[src/rtl/core/spqe_ram.sv]
// Generic single-write, single-read RAM with registered read data.
// No dependencies.
`default_nettype none

module spqe_ram #(
  parameter int WIDTH = 8,
  parameter int DEPTH = 16
) (
  input  wire logic                     clk_i,
  input  wire logic                     we_i,
  input  wire logic [$clog2(DEPTH)-1:0] waddr_i,
  input  wire logic [WIDTH-1:0]         wdata_i,
  input  wire logic                     re_i,
  input  wire logic [$clog2(DEPTH)-1:0] raddr_i,
  output logic      [WIDTH-1:0]         rdata_o
);

  logic [WIDTH-1:0] mem_q [DEPTH];

  always_ff @(posedge clk_i) begin
    if (we_i) begin
      mem_q[waddr_i] <= wdata_i;
    end
    if (re_i) begin
      rdata_o <= mem_q[raddr_i];
    end
  end

endmodule

`default_nettype wire

[config.mk]
export PLATFORM = sky130hd
export DESIGN_NAME = spqe_ram
export DESIGN_NICKNAME = d
export VERILOG_FILES = /design/src/rtl/core/spqe_ram.sv
export SDC_FILE = /design/constraint.sdc
export NUM_CORES = 1
export LEC_CHECK = 0
export ABC_AREA = 1
export BUFFER_PORTS_ARGS = -buffer_cell sky130_fd_sc_hd__buf_2
export CAP_MARGIN = 20
export CORE_UTILIZATION = 47
export CTS_CLUSTER_DIAMETER = 120
export DETAILED_ROUTE_END_ITERATION = 10
export SLEW_MARGIN = 30
export SYNTH_ARGS = -nofsm -noshare
export SYNTH_HDL_FRONTEND = slang
export SYNTH_SLANG_ARGS = --single-unit
[constraint.sdc]
create_clock -name clk_i -period 2.5 [get_ports clk_i]
set_input_delay 0.125 -clock clk_i [delete_from_list [all_inputs] [get_ports clk_i]]
set_output_delay 0.125 -clock clk_i [all_outputs]
set_load 0.01 [all_outputs]
Word level (Yosys, flattened, before mapping)
Memories as Yosys holds them, arrays and structs flattened. A register that Yosys moved wholly into a read port is not among the register bits. Index checks and enable logic that the tools add are counted.

Bits in registers: 0. Memory bits (writable): 128. Bits of input ports: 19. Output and inout port bits: 8. Memories: 1.

Muxes and demuxes: 2.

Memories: mem_q (words 16, width 8, read ports 1, clocked after Yosys merged registers in 1, wr ports 1, line 18) `logic [WIDTH-1:0] mem_q [DEPTH];`.

Operators by type and width (count): 1-bit two-way mux (2).

Logic depth before layout (Yosys ltp)
Depth after elaboration: 2. Gate-level depth with buffers: 8. Depth with buffers taken out: 7.

Least setup slack after synthesis
OpenSTA, ideal clock, no wires.

Kind: input port to flip-flop. Start: input waddr_i[2]. End: memory mem_q[10][0] (enable). Library setup time: 0.370 ns. Data arrival time: 0.706 ns. Required time: 2.130 ns. Slack: 1.424 ns. Stages on the path: 2. Path buffers: 0. Path through: nand3b_1 -> nor2_1.

RTL lines: from (decl) (line 11) `input wire logic [$clog2(DEPTH)-1:0] waddr_i,`; to (decl) (line 18).

Straight into the memory's write port.

==> summary.md <==
| Metric | Value |
|---|---|
| Crit Path Max Fanout | `33` |
| Tmin final | `1.55 ns` |
| Cell area after synthesis | `5850 sq um` |
| Max-Cap Viols | `0` |
| # resized after CTS | `0` |
| I/O pins | `27` |
| Vias in the first global route | `3,602` |
| Final Core Density | `0.558` |
| Setup bufs post-CTS | `0` |
| Post-layout net count | `593` |
| Vias per cell | `4.97` |
| Multi-input logic area | `1210 sq um` |
| # setup viols final | `0` |
| Synth warn | `0` |
| Leakage | `2.87 nW` |
| Cells after Synth | `551` |
| WL final | `13,600 um` |
| FP Rows | `40` |
| Worst-Skew Late Latency | `0.41 ns` |
| Largest net degree at the start of global routing | `65` |
| Reg area | `4080 sq um` |
| CTS max path bufs | `2` |
| Clock Skews | `0.0172 ns` |
| Required time of the critical path | `2.65 ns` |
| Layout area overhead | `15.1%` |
| Root Buffer | `clkbuf_16` |
| Wire length per cell | `18.0 um` |
| Seq cells post-synth | `136` |
| Initial Utilization | `0.485` |
| Final Hold Vio Count | `0` |
| H-tree Lvls | `4` |
| Fillers | `1,059` |
| Starting DRT DRC Count | `327` |
| Post-synthesis sequential area ratio | `0.698` |
| Die area | `12,900 sq um` |
| Syn Nets | `570` |
| Status | `finished clean` |
| Clock-pin slew on the worst setup and hold paths | `0.06 ns` |
| Critical setup path kind | `in -> reg` |
| GPL Wtd Cong | `0.890` |
| Final ANT Viol Nets | `0` |
| Cell count after placement | `723` |
| Power per cell area | `856 nW/um^2` |
| Core area | `12,100 sq um` |
| Global route overflow | `0` |
| Yosys cell types | `11` |
| Port buffer count | `26` |
| Via count | `3,755` |
| Placed Area | `6050 sq um` |
| Worst-margin pin slew | `0.996 ns` |
| Setup TNS | `0 ns` |
| Critical Path End Type | `flop` |
| Global-route wire length before repair | `21,000 um` |
| RSZ-0062 raised after global routing | `false` |
| Layout Cells excl Fill | `755` |
| TritonCTS Buffers | `17` |
| DRC viols | `0` |
| FMAX | `645 MHz` |
| Peak supply drop | `0.552 mV` |
| Post-layout instance area | `6730 sq um` |
| Antenna violations before repair | `0` |
| Die X-Extent | `114 um` |
| Clock sink total | `136` |
| Crit path DAT | `1.70 ns` |
| Crit start category | `primary input` |
| Fin crit share | `0.621` |
| Antenna cells | `0` |
| First-pass DRT Iterations | `5` |
| Fin. max-slew vios | `0` |
| Syn avg cell area | `10.6 sq um` |
| Relative slew margins | `0.333` |
| GR Util All Layers | `0.227` |
| Hold_buf cts | `0` |
| Fraction of layout cells with a size suffix above 1 | `0.101` |
| CTS tree | `done` |
| Hold Path Class | `in -> reg` |
| Chip height | `114 um` |
| Dpl hpwl | `8370 um` |
## flip-flops by register name, indices dropped and copies added, names as in the netlist
register and count:
rdata_o 8, mem_q 128
## final timing paths
kind                              startpoint          to  slack (ns)  depth (start not counted)
worst max register to register   mem_q[1][1]  rdata_o[1]        1.33                          6
worst max-delay path              raddr_i[1]  rdata_o[1]        0.95                          6
worst min register to register  mem_q[11][7]  rdata_o[7]        0.77                          6
worst min-delay path                    re_i  rdata_o[4]        0.08                          1
## layer usage
metal / share of wire / vias to the layer above / routed length [um] / track usage
met5: 0 / - / 0 / 0
met4: 0.010 / 0 / 136 / 0.0667
met3: 0.059 / 11 / 801 / 0.0515
met2: 0.49 / 132 / 6610 / 0.360
met1: 0.44 / 1786 / 6060 / 0.315
li1: - / 1826 / - / -
## area by class of cell
type                       count  share of cell area
clock inverter                14              0.0376
sequential                   136               0.607
tap                          168              0.0312
clock buffer                  18              0.0638
multi-input combinational    289               0.180
inverter                     102              0.0569
timing repair buffer          28              0.0234
## power by group
group / switching, W / total (W) / internal (W) / leakage [nW]
registers: 0.0000167 / 0.00259 / 0.00257 / 1.24
logic: 0.000225 / 0.000306 / 0.0000802 / 1.31
clock network: 0.000906 / 0.00287 / 0.00196 / 0.329
## kinds of logic after synthesis
group,count (synthesis),share of synthesized area
buf+inv,126,0.0939
flops,136,0.698
simple gates,289,0.208
## metrics by stage
stage | total power (W) | setup WS [ns] | hold WS, ns
floorplan | 0.00281 | 1.42 | 0.224
global placement | 0.00294 | 0.612 | 0.502
detailed placement | 0.00294 | 0.603 | 0.495
CTS | 0.00578 | 1.01 | 0.0674
global route | 0.00592 | 0.861 | 0.0714
finish | 0.00576 | 0.949 | 0.0775
## cells in the mapped netlist
cell / count / area, sq um
nand3b_1: 2 / 15.0
buf_2: 13 / 65.1
inv_2: 2 / 7.51
nor2_1: 17 / 63.8
buf_4: 4 / 30.0
inv_1: 100 / 375
nand2_1: 173 / 649
buf_1: 1 / 3.75
nand3_1: 97 / 485
buf_6: 6 / 67.6
edfxtp_1: 136 / 4080
## worst max-delay path, stage by stage
cell and delay [ns]:
buf_2 0.55, inv_2 0.47, nand3_1 0.22, nand3_1 0.13, nand3_1 0.13, nand2_1 0.06
## placed cells by master (no fill, tap or decap), types with 2 or more instances in the layout
| master | instances |
|---|---|
| nand2_1 | 173 |
| edfxtp_1 | 136 |
| inv_1 | 100 |
| nand3_1 | 97 |
| buf_2 | 26 |
| nor2_1 | 17 |
| clkbuf_16 | 17 |
| bufinv_16 | 7 |
| inv_2 | 2 |
| nand3b_1 | 2 |
| clkinv_4 | 2 |
| clkinv_1 | 2 |
| clkinv_2 | 2 |
Power figures use the tool's default switching activity.
