==> src/rtl/core/spqe_pkg.sv <==
// Package for the sorted priority queue with erase.
// Item types, request and status codes, sequencer states and compare result.
// No dependencies.
`default_nettype none

package spqe_pkg;

  typedef enum logic [1:0] {
    REQ_PUSH      = 2'd0,
    REQ_ERASE     = 2'd1,
    REQ_ERASE_LIM = 2'd2,
    REQ_CLEAR     = 2'd3
  } req_type_e;

  typedef enum logic [1:0] {
    ST_DONE     = 2'd0,
    ST_FULL     = 2'd1,
    ST_NO_MATCH = 2'd2
  } status_e;

  typedef enum logic [2:0] {
    S_IDLE,
    S_PUSH_RD,
    S_PUSH_EV,
    S_PUSH_WR,
    S_ERA_RD,
    S_ERA_EV,
    S_HEAD_RD,
    S_OUT
  } state_e;

  typedef struct packed {
    logic [1:0]  req_type;
    logic [15:0] state_id;
    logic [31:0] f_key;
    logic [31:0] g_cost;
    logic [31:0] limit_cost;
  } req_t;

  typedef struct packed {
    logic [15:0] head_id;
    logic        head_valid;
    logic [6:0]  entry_count;
    logic [1:0]  status;
  } rsp_t;

  typedef struct packed {
    logic gt;   // stored key above new key (push) or stored cost above limit
    logic hit;  // id matches and, for the limited erase, cost is above limit
  } cmp_res_t;

endpackage

`default_nettype wire

==> src/rtl/core/spqe_cmp.sv <==
// Shared compare unit: one 32-bit magnitude compare plus id match.
// Depends on spqe_pkg for the result struct.
`default_nettype none

module spqe_cmp #(
  parameter int ID_BITS = 16
) (
  input  wire logic               is_push_i,
  input  wire logic               limited_i,
  input  wire logic [ID_BITS-1:0] rd_id_i,
  input  wire logic [31:0]        rd_key_i,
  input  wire logic [31:0]        rd_cost_i,
  input  wire logic [ID_BITS-1:0] op_id_i,
  input  wire logic [31:0]        op_key_i,
  input  wire logic [31:0]        op_limit_i,
  output spqe_pkg::cmp_res_t      res_o
);
  import spqe_pkg::*;

  logic [31:0] opa, opb;
  logic        gt;

  // push compares keys, erase compares cost against the limit
  assign opa = is_push_i ? rd_key_i : rd_cost_i;
  assign opb = is_push_i ? op_key_i : op_limit_i;
  assign gt  = opa > opb;

  assign res_o.gt  = gt;
  assign res_o.hit = (rd_id_i == op_id_i) && (!limited_i || gt);

endmodule

`default_nettype wire

==> config.mk <==
export PLATFORM = sky130hd
export DESIGN_NAME = spqe_cmp
export DESIGN_NICKNAME = d
export VERILOG_FILES = /design/src/rtl/core/spqe_pkg.sv /design/src/rtl/core/spqe_cmp.sv
export SDC_FILE = /design/constraint.sdc
export NUM_CORES = 1
export LEC_CHECK = 0
export BUFFER_PORTS_ARGS = -buffer_cell sky130_fd_sc_hd__buf_2
export CORE_ASPECT_RATIO = 0.75
export CORE_MARGIN = 2
export CORE_UTILIZATION = 34
export DETAILED_ROUTE_END_ITERATION = 8
export PLACE_DENSITY = 0.92
export RECOVER_POWER = 25
export SLEW_MARGIN = 20
export SYNTH_ARGS = -nofsm -noshare
export SYNTH_HDL_FRONTEND = slang
export SYNTH_SLANG_ARGS = --single-unit
==> constraint.sdc <==
create_clock -name vclk -period 3.1
set_input_delay 0.62 -clock vclk [all_inputs]
set_output_delay 0.62 -clock vclk [all_outputs]
set_load 0.02 [all_outputs]
Yosys cells after proc, flatten, opt, wreduce, memory -nomap -nowiden:

Cells that the tools add are included.

* register bits: 0
* memories: 0
* output and inout port bits: 2
* latch bits: 0
* word-level logic and storage cells: 7
* RAM bits: 0
* bits in read-only memories: 0
* input bits: 162

* bitwise gates (word level): 0
* reductions and logical operators: 3
* muxes and demuxes: 2
* magnitude comparators: 1
* shifts and indexed selects: 0
* eq/ne operators: 1
* multiply operators: 0
* add/subtract/negate cells: 0
* divide/modulo/power cells: 0

Operator list (count)
* two-way mux 32 bit: 2
* greater-than comparator 32 bit: 1
* == test 16 bit: 1
* logical AND 1 bit: 1
* zero test 1 bit: 1
* logical OR 1 bit: 1

Longest topological paths before layout:

Gate-level depths: netlist of run 1.

* depth in word-level cells: 4
* gate-level depth with buffers: 10
* depth with buffers taken out: 7

Least setup slack after synthesis of run 1:

Ideal clock, no wire load.

* path kind: in2out
* start: in is_push_i
* end: out res_o[1] (netlist name)
* data required time: 2.480 ns
* path buffers: 3
* arrival: 2.723 ns
* slack: -0.243 ns
* stages: 10
* cell sequence: buf_2 buf_2 mux2_2 ha_1 a21oi_2 nand2_1 a221o_1 o31ai_1 a21oi_1 buf_4

* longest elaborated chain between the ends: 2
* elaborated cells between the ends (all ways): 3
* classes of those cells: 1 x order compare; 2 x mux

RTL lines
* start: declaration: RTL line spqe_cmp.sv:8 `input wire logic is_push_i,`
* two-way mux 32 bit (on tied branches): RTL line spqe_cmp.sv:24, spqe_cmp.sv:25
* greater-than comparator 32 bit *: RTL line spqe_cmp.sv:26 `assign gt = opa > opb;`
* end: declaration: RTL line spqe_cmp.sv:16 `output spqe_pkg::cmp_res_t res_o`

Mark *: on every way between the ends. The rest lies on a longest branch, timed or not.

==> results of run 1 <==
placed cells by master (no fill, tap or decap), drive strengths merged:
master and instances:
o21ai 3, nand3 4, buf 199, nor2 2, o211ai 1, a21o 3, a31oi 1, and2 1
nand2 5, nor2b 1, a221o 2, nor3 1, o31ai 1, a21oi 14, nor4 6, a2111oi 1
a211oi 1, mux2 32, nand4 9, xor2 16, ha 32, mux2i 32
Yosys cell counts, drive strengths merged (2+ instances only):
library cell,n,share of area [%]
nand2,5,1.2
xor2,16,8.8
nor4,6,2.4
buf,8,2.7
nor2,2,0.47
ha,32,25
nand3,4,1.3
mux2i,32,20
mux2,32,23
o21ai,3,0.94
a221o,2,1.3
nand4,9,3.5
a21o,3,1.5
a21oi,14,4.6
area by class of cell:
cell class                 count  area share [%]
multi-input combinational    168            58.8
tap                           57            2.22
timing repair buffer         199            38.9
cells by family after synthesis:
kind of cell | count (synthesis)
xor gates and xnor gates | 16
buffers and inverters | 8
AOI/OAI and AO/OA | 27
and+or+nand+nor | 29
adders and majority gates | 32
muxes | 64
stage by stage:
stage / std cells / power [mW] / cell area, um2 / TNS [ps]
after floorplan: 176 / 0.235 / 1810 / 0
after global placement: 408 / 0.388 / 2780 / -520
after detailed placement: 408 / 0.402 / 2780 / -624
after CTS: 421 / 0.462 / 3110 / -364
after global routing: 424 / 0.542 / 3210 / -548
final: 424 / 0.494 / 3210 / -398
per-layer routing:
metal	up-vias	wire length, um	global-route usage [%]
met5	-	0	0
li1	1076	-	-
met2	114	3260	43.2
met1	971	2420	25.8
met4	0	143	5.33
met3	14	507	3.67
critical path: cells and delay by family:
| family | cells | cell delay (ps) |
|---|---|---|
| buffers and inverters | 4 | 520 |
| muxes | 1 | 330 |
| AOI/OAI and AO/OA | 5 | 1010 |
| adders and majority gates | 1 | 210 |
what timing repair did:
item,in CTS,in global routing
pin swaps,16,18
gates resized for setup,26,15
cloned,4,0
setup buffers,9,4
endpoints found under the setup margin,2,2
path summary, 6_finish.rpt:
| kind | from | to | slack, ps | depth (start not counted) |
|---|---|---|---|---|
| setup / recovery | is_push_i | res_o[0] | -220 | 11 |
| hold / removal | limited_i | res_o[0] | 1560 | 3 |
power breakdown:
| part | total (mW) | switching, mW | internal, mW |
|---|---|---|---|
| combinational | 0.494 | 0.203 | 0.291 |
| clock | 0 | 0 | 0 |
| sequential | 0 | 0 | 0 |
==> run metrics, run 1 <==
status=finished, violations left; failing checks=setup timing; initial DRC count=34; Remaining Overflow, GRT=0; number of port buffers=between 150 and 200; worst vdd ir=roughly 80 uV; HP Class=input pin to output port; WL/cell=between 10 and 15 um; die area=between 5000 and 6000 um2; Die Y=between 60 and 70 um; share of layout cells above drive strength 1=72.2%; synthesis-to-layout area growth=101%; multi-input logic area=approximately 1900 um2; pin count of the biggest net entering global routing=15; CP max FO=6; post-synthesis simple-gate area fraction=9.98%; Rows=21; Final Cycle Share=107%; global-route wire length before repair=between 9000 and 10000 um; Reg area=0 um2; dpl ws=-319 ps; number of fill cells=about 340; num sequential=0; Crit. End Element=output port; CP arrival=~2700 ps; via count=roughly 2200; drt total wl=approximately 6300 um; sequential area share after synthesis=0%; drt drc=0; # IOs=164; mux share of post-synthesis cell area=between 40% and 50%; min Tclk post-route=between 3000 and 4000 ps; post-layout util=a little under three quarters; DP HPWL=a little under 5000 um; clock buffers=0; Yosys warning total=0; Final Hold Viols=0; count of cell types in the netlist=26; kind of critical path=input pin to output port; vias in the first global route=between 2000 and 2500; syn_nets=between 300 and 400; worst-path cell chain=buf_16 > buf_12 > buf_16 > mux2_2 > ha_1 > a21oi_2 > o21ai_2 > a221o_1 > a211oi_2 > a31oi_2 > buf_4; CP peak stage delay=~340 ps; slew margin rel.=76.1%; unrepaired setup endpoints after global routing=true; largest family of logic cells by synthesized area=multiplexers; nets=563; Max-Cap Viols=0; Detail Route Antenna Nets=0; Post-Syn Area=~1600 um2; Max stage delay cell, worst path=a221o_1; Cells after Synth=roughly 180; Max Freq=about 300 MHz; CP Launch Type=input pin; WHS=between 1500 and 2000 ps; n_diodes=0; die width=slightly above 80 um; GP Congestion=about 0.77; Final Worst Setup Slack=-220 ps; initial core utilization=35.4%; Slew Limit Fails=0; Synth Area per Inst=just over 9 um2; Synth Area in Adders=25.1%; critical path required time=around 2500 ps; setup violators final=2; post-synthesis compound-gate area fraction=about a tenth; DR vias/cell=slightly above 5; Worst-Margin Slew=about 350 ps; all-layer global routing usage=between 20 and 25%; PD cells=between 150 and 200 nW/um2; Static Leak=roughly 1.6 nW; router iterations before antenna repair=4; core area=4490 um2; CP dominant cell by count=buf_16; initial antenna violation count=0; cts-stage hold buffer count=0; XOR/XNOR Fraction of Synth Area=just under 9%
Power figures use the tool's default switching activity.
==> run 2: changes to the inputs <==
CORE_ASPECT_RATIO = not set   (was 0.75)
==> run 2 against run 1 <==
Net effect:
- the run still ends with setup timing left
- fmax fell by 1.5%
- first-iteration DRC count rose to 3.6 times the previous value
- combinational power rose by 10%
- critical endpoint unchanged
- largest power group unchanged
==> run metrics, run 2 (same netlist as run 1, synthesis figures left out) <==
Rows=24 (was 21); Finished Layout Cells=422 (was 424); initial DRC count=123 (was 34); Int Pwr=0.310 mW (was 0.291 mW); Max Freq=297 MHz (was 301 MHz); Cells after DPL=405 (was 408); num sequential=0 (unchanged); Detail Route Antenna Nets=0 (unchanged); Crit. End Element=output port (unchanged); die area=5250 um2 (about the same); share of layout cells above drive strength 1=74.9% (was 72.2%); worst vdd ir=65.8 uV (was 80.4 uV); PD cells=162 nW/um2 (was 154 nW/um2); HP Class=input pin to output port (unchanged); Remaining Overflow, GRT=0 (unchanged); CP arrival=2750 ps (was 2700 ps); commonest non-fill, non-tap cells in the layout=buf_2 (161), buf_4 (27), mux2i_1 (23) (was buf_2 (161), mux2i_1 (28), buf_4 (28)); Power Total=0.544 mW (was 0.494 mW); nets=566 (was 563); all-layer global routing usage=24.6% (was 22.5%); CP max FO=7 (was 6); # IOs=164 (unchanged); Reg power frac=0% (about the same); setup violators final=2 (unchanged); Worst-Margin Slew=361 ps (was 349 ps); Reg area=0 um2 (unchanged); WHS=1610 ps (was 1560 ps); via count=2315 (was 2175); status=finished, violations left (unchanged); Final Cycle Share=109% (was 107%); router iterations before antenna repair=4 (unchanged); number of port buffers=164 (unchanged); Final Worst Setup Slack=-272 ps (was -220 ps); Final Hold Viols=0 (unchanged); unrepaired setup endpoints after global routing=true (unchanged); min Tclk post-route=3370 ps (was 3320 ps); number of fill cells=281 (was 338); global-route wire length before repair=10100 um (was 9870 um); clock buffers=0 (unchanged); CP Launch Type=input pin (unchanged); Max-Cap Viols=0 (unchanged); failing checks=setup timing (unchanged); WL/cell=18.7 um (was 14.9 um); vias in the first global route=2295 (was 2287); Psw=0.234 mW (was 0.203 mW); initial core utilization=35.8% (was 35.4%); GP Congestion=0.758 (was 0.773); kind of critical path=input pin to output port (unchanged); Logic pwr share=100.0% (about the same); die width=72.4 um (was 83.0 um); drt drc=0 (unchanged); pin count of the biggest net entering global routing=14 (was 15); slew margin rel.=75.7% (was 76.1%); DP HPWL=4950 um (was 4880 um); critical path required time=2480 ps (about the same); multi-input logic area=1980 um2 (was 1890 um2); n_diodes=0 (unchanged); Die Y=72.4 um (was 63.3 um); most common cell after layout, fill and taps aside=buf_2 (unchanged); initial antenna violation count=0 (unchanged); sw frac=43.0% (was 41.1%); DR vias/cell=5.49 (was 5.13); Static Leak=1.68 nW (was 1.64 nW); drt total wl=7880 um (was 6330 um); core area=4440 um2 (was 4490 um2); clock network fraction of design power=0% (about the same); setup TNS=-512 ps (was -398 ps); Slew Limit Fails=0 (unchanged); synthesis-to-layout area growth=111% (was 101%)
-- run 2: path summary, 6_finish.rpt --
check	startpoint	to	slack (ps)	cells past startpoint
worst max-delay path	is_push_i	res_o[0]	-270	11
worst min-delay path	limited_i	res_o[0]	1610	3
-- run 2: area by class of cell --
type	count	share of cell area (%)
tap	52	1.93
multi-input combinational	168	58.9
timing repair buffer	202	39.2
-- run 2: power by group through the flow --
| stage | Clock (mW) | Sequential [mW] | Combinational [mW] |
|---|---|---|---|
| floorplan | 0 | 0 | 0.235 |
| global placement | 0 | 0 | 0.388 |
| CTS | 0 | 0 | 0.474 |
| detailed placement | 0 | 0 | 0.406 |
| global route | 0 | 0 | 0.584 |
| finish | 0 | 0 | 0.544 |
-- run 2: per-layer routing --
metal | wire length (um) | vias up | global-route usage (%) | share of wire [%]
met2 | 4230 | 141 | 49.4 | 54
met4 | 319 | 0 | 9.05 | 4.0
met5 | 0 | - | 0 | 0
met1 | 2830 | 1056 | 25.2 | 36
li1 | - | 1084 | - | -
met3 | 506 | 34 | 3.47 | 6.4
-- run 2: through the flow --
step           worst slack [ps]  instance area [um2]  utilization (%)
2_1_floorplan              11.6                 1810                -
3_3_place_gp               -297                 2790             62.8
3_5_place_dp               -340                 2790             62.8
4_1_cts                    -184                 3170             71.3
5_1_grt                    -331                 3370             75.8
6_report                   -272                 3370             75.8
-- run 2: repair_timing --
item | CTS | global route
setup endpoints to repair | 2 | 2
cloned | 5 | 0
hold endpoints to repair | 0 | 0
pin swaps | 15 | 9
hold buffers | 0 | 0
setup buffers | 10 | 2
gates resized for setup | 29 | 28
-- run 2: worst max-delay path, stage by stage --
cell and delay [ps]:
buf_16 140, buf_12 130, buf_16 130, mux2_4 310, ha_4 240, nand4_1 150, nor2_1 90, a221o_1 380
a211oi_4 260, a31oi_2 130, buf_4 170
==> run 3: changes to the inputs <==
ABC_AREA = 1   (was not set)
CORE_MARGIN = 1   (was 2)
CORE_UTILIZATION = 35   (was 34)
==> run 3 against run 2 <==
Net effect:
- the run now ends clean
- area after synthesis is 7.9% higher
- flip-flop and latch count stayed put
- worst hold slack worse by 97 ps
- non-clock buffer count is 23 lower
- power is 21% lower
- die area is 0.99% lower
- global-route usage is 4.9 points lower
- cell area is 11% lower
- via count is 5.0% lower
- synthesized cell count is 26% higher
==> run metrics, run 3 <==
GP Congestion=0.781 (was 0.758); Final Worst Setup Slack=50.0 ps (was -272 ps); Post-Syn Area=1720 um2 (was 1590 um2); clock buffers=0 (unchanged); share of layout cells above drive strength 1=56.2% (was 74.9%); post-layout util=63.4% (was 75.8%); number of port buffers=164 (unchanged); cts-stage hold buffer count=0 (unchanged); Yosys warning total=0 (unchanged); Max Freq=328 MHz (was 297 MHz); count of cell types in the netlist=28 (was 26); GRT busiest layer=met2 (unchanged); status=completed (was finished, violations left); initial core utilization=36.4% (was 35.8%); min Tclk post-route=3050 ps (was 3370 ps); synthesis-to-layout area growth=74.1% (was 111%); DP HPWL=4460 um (was 4950 um); sequential area share after synthesis=0% (unchanged); drt drc=0 (unchanged); grt met3 use=2.36% (was 3.47%); # IOs=164 (unchanged); dpl ws=-80.9 ps (was -340 ps); Synth Area per Inst=7.74 um2 (was 9.05 um2); Global Route met1 Usage=19.9% (was 25.2%); most common cell after layout, fill and taps aside=buf_2 (unchanged); Reg area=0 um2 (unchanged); CP Launch Type=input pin (unchanged); n_diodes=0 (unchanged); all-layer global routing usage=19.7% (was 24.6%); drt total wl=5460 um (was 7880 um); Static Leak=1.64 nW (was 1.68 nW); nets=589 (was 566); unrepaired setup endpoints after global routing=true (unchanged); kind of critical path=input pin to output port (unchanged); die area=5200 um2 (was 5250 um2); CP arrival=2430 ps (was 2750 ps); num sequential=0 (unchanged); Critical path origin=is_push_i (unchanged); Final Cycle Share=98.4% (was 109%); Cells after Synth=222 (was 176); Max-Cap Viols=0 (unchanged); hold path startpoint=limited_i (unchanged); Detail Route Antenna Nets=0 (unchanged); commonest non-fill, non-tap cells in the layout=buf_2 (162), nand2_1 (39), mux2i_1 (25) (was buf_2 (161), buf_4 (27), mux2i_1 (23)); area leader, netlist=ha_1 (unchanged); post-synth top area share=23.3% (was 25.1%); Crit. End Element=output port (unchanged); global-route wire length before repair=8470 um (was 10100 um); multi-input logic area=1790 um2 (was 1980 um2); router iterations before antenna repair=4 (unchanged); core area=4720 um2 (was 4440 um2); syn_nets=416 (was 370); critical path required time=2480 ps (about the same); initial DRC count=42 (was 123); via count=2200 (was 2315); PD cells=144 nW/um2 (was 162 nW/um2); Final Hold Viols=0 (unchanged); pin count of the biggest net entering global routing=14 (unchanged); count leader, synth=nand2_1; Power Total=0.431 mW (was 0.544 mW); global-route met2 utilization=43.1% (was 49.4%); CP max FO=13 (was 7); HP Class=input pin to output port (unchanged); DR vias/cell=4.78 (was 5.49); vias in the first global route=2161 (was 2295); WL/cell=11.9 um (was 18.7 um); Synth area leaders=ha_1 (23%), mux2_1 (21%), mux2i_1 (19%) (was ha_1 (25%), mux2_2 (23%), mux2i_1 (20%)); Rows=25 (was 24); slew margin rel.=78.2% (was 75.7%); worst vdd ir=76.3 uV (was 65.8 uV); initial antenna violation count=0 (unchanged); Remaining Overflow, GRT=0 (unchanged); Slew Limit Fails=0 (unchanged); Die Y=72.1 um (was 72.4 um); most frequent cells after synthesis=nand2_1 (42), ha_1 (32), mux2_1 (32), mux2i_1 (32), a21oi_1 (15) (was ha_1 (32), mux2_2 (32), mux2i_1 (32), xor2_1 (16), a21oi_1 (13)); setup violators final=0 (was 2); Worst-Margin Slew=319 ps (was 361 ps); number of fill cells=400 (was 281); die width=72.1 um (was 72.4 um)
-- run 3: cell count changes after synthesis, moves of 8 or more --
cell,delta
nand4_1,-8
mux2_2,-32
mux2_1,+32
nand2_1,+37
xor2_1,-8
inv_1,+9
nor2_1,+11
-- run 3: path summary, 6_finish.rpt --
check	to	cells after the start
max	res_o[1]	13
min	res_o[0]	3
-- run 3: logic make-up after synthesis --
| family | share of synthesized area [%] |
|---|---|
| AO/OA/AOI/OAI | 7.57 |
| XOR/XNOR | 5.60 |
| adder cells (fa/ha/maj) | 23.3 |
| multiplexers | 39.6 |
| AND/OR/NAND/NOR | 17.5 |
| buffers and inverters | 6.40 |
-- run 3: metal layers --
| metal | routed length (um) | share of wire, % |
|---|---|---|
| met4 | 50 | 0.92 |
| met2 | 3120 | 57 |
| met3 | 303 | 5.6 |
| met5 | 0 | 0 |
| met1 | 1980 | 36 |
-- run 3: worst max-delay path, cell delays in order --
cell and delay (ps):
buf_12 120, bufbuf_16 310, mux2i_2 240, ha_1 290
a21oi_1 160, nand2_1 70, nand2_1 50, nand2_1 50
a21oi_1 150, nand2_2 70, nand2_2 90, inv_1 40
buf_2 150
-- run 3: power by group --
part / internal, mW / leakage [nW] / switching (mW)
clock: 0 / 0 / 0
sequential: 0 / 0 / 0
combinational: 0.243 / 1.64 / 0.188
-- run 3: final cells by class --
cell class,instances,share of cell area [%]
repair buffers,179,35.7
well taps,67,2.80
inverters,14,1.76
multi-input cells,200,59.7
-- run 3: per-stage QoR --
stage,area [um2],setup TNS [ps],hold slack [ps],instances
after CTS,2790,0,1540,458
after floorplan,1720,0,1320,222
after global placement,2670,-54.6,1530,455
after global routing,2990,-131,1520,460
final,2990,0,1510,460
after detailed placement,2670,-124,1530,455
-- run 3: timing repair --
action | in CTS | in global routing
gates resized for setup | 10 | 35
pin swaps | 5 | 15
gates cloned | 3 | 1
setup endpoints to repair | 2 | 2
setup buffers | 0 | 1
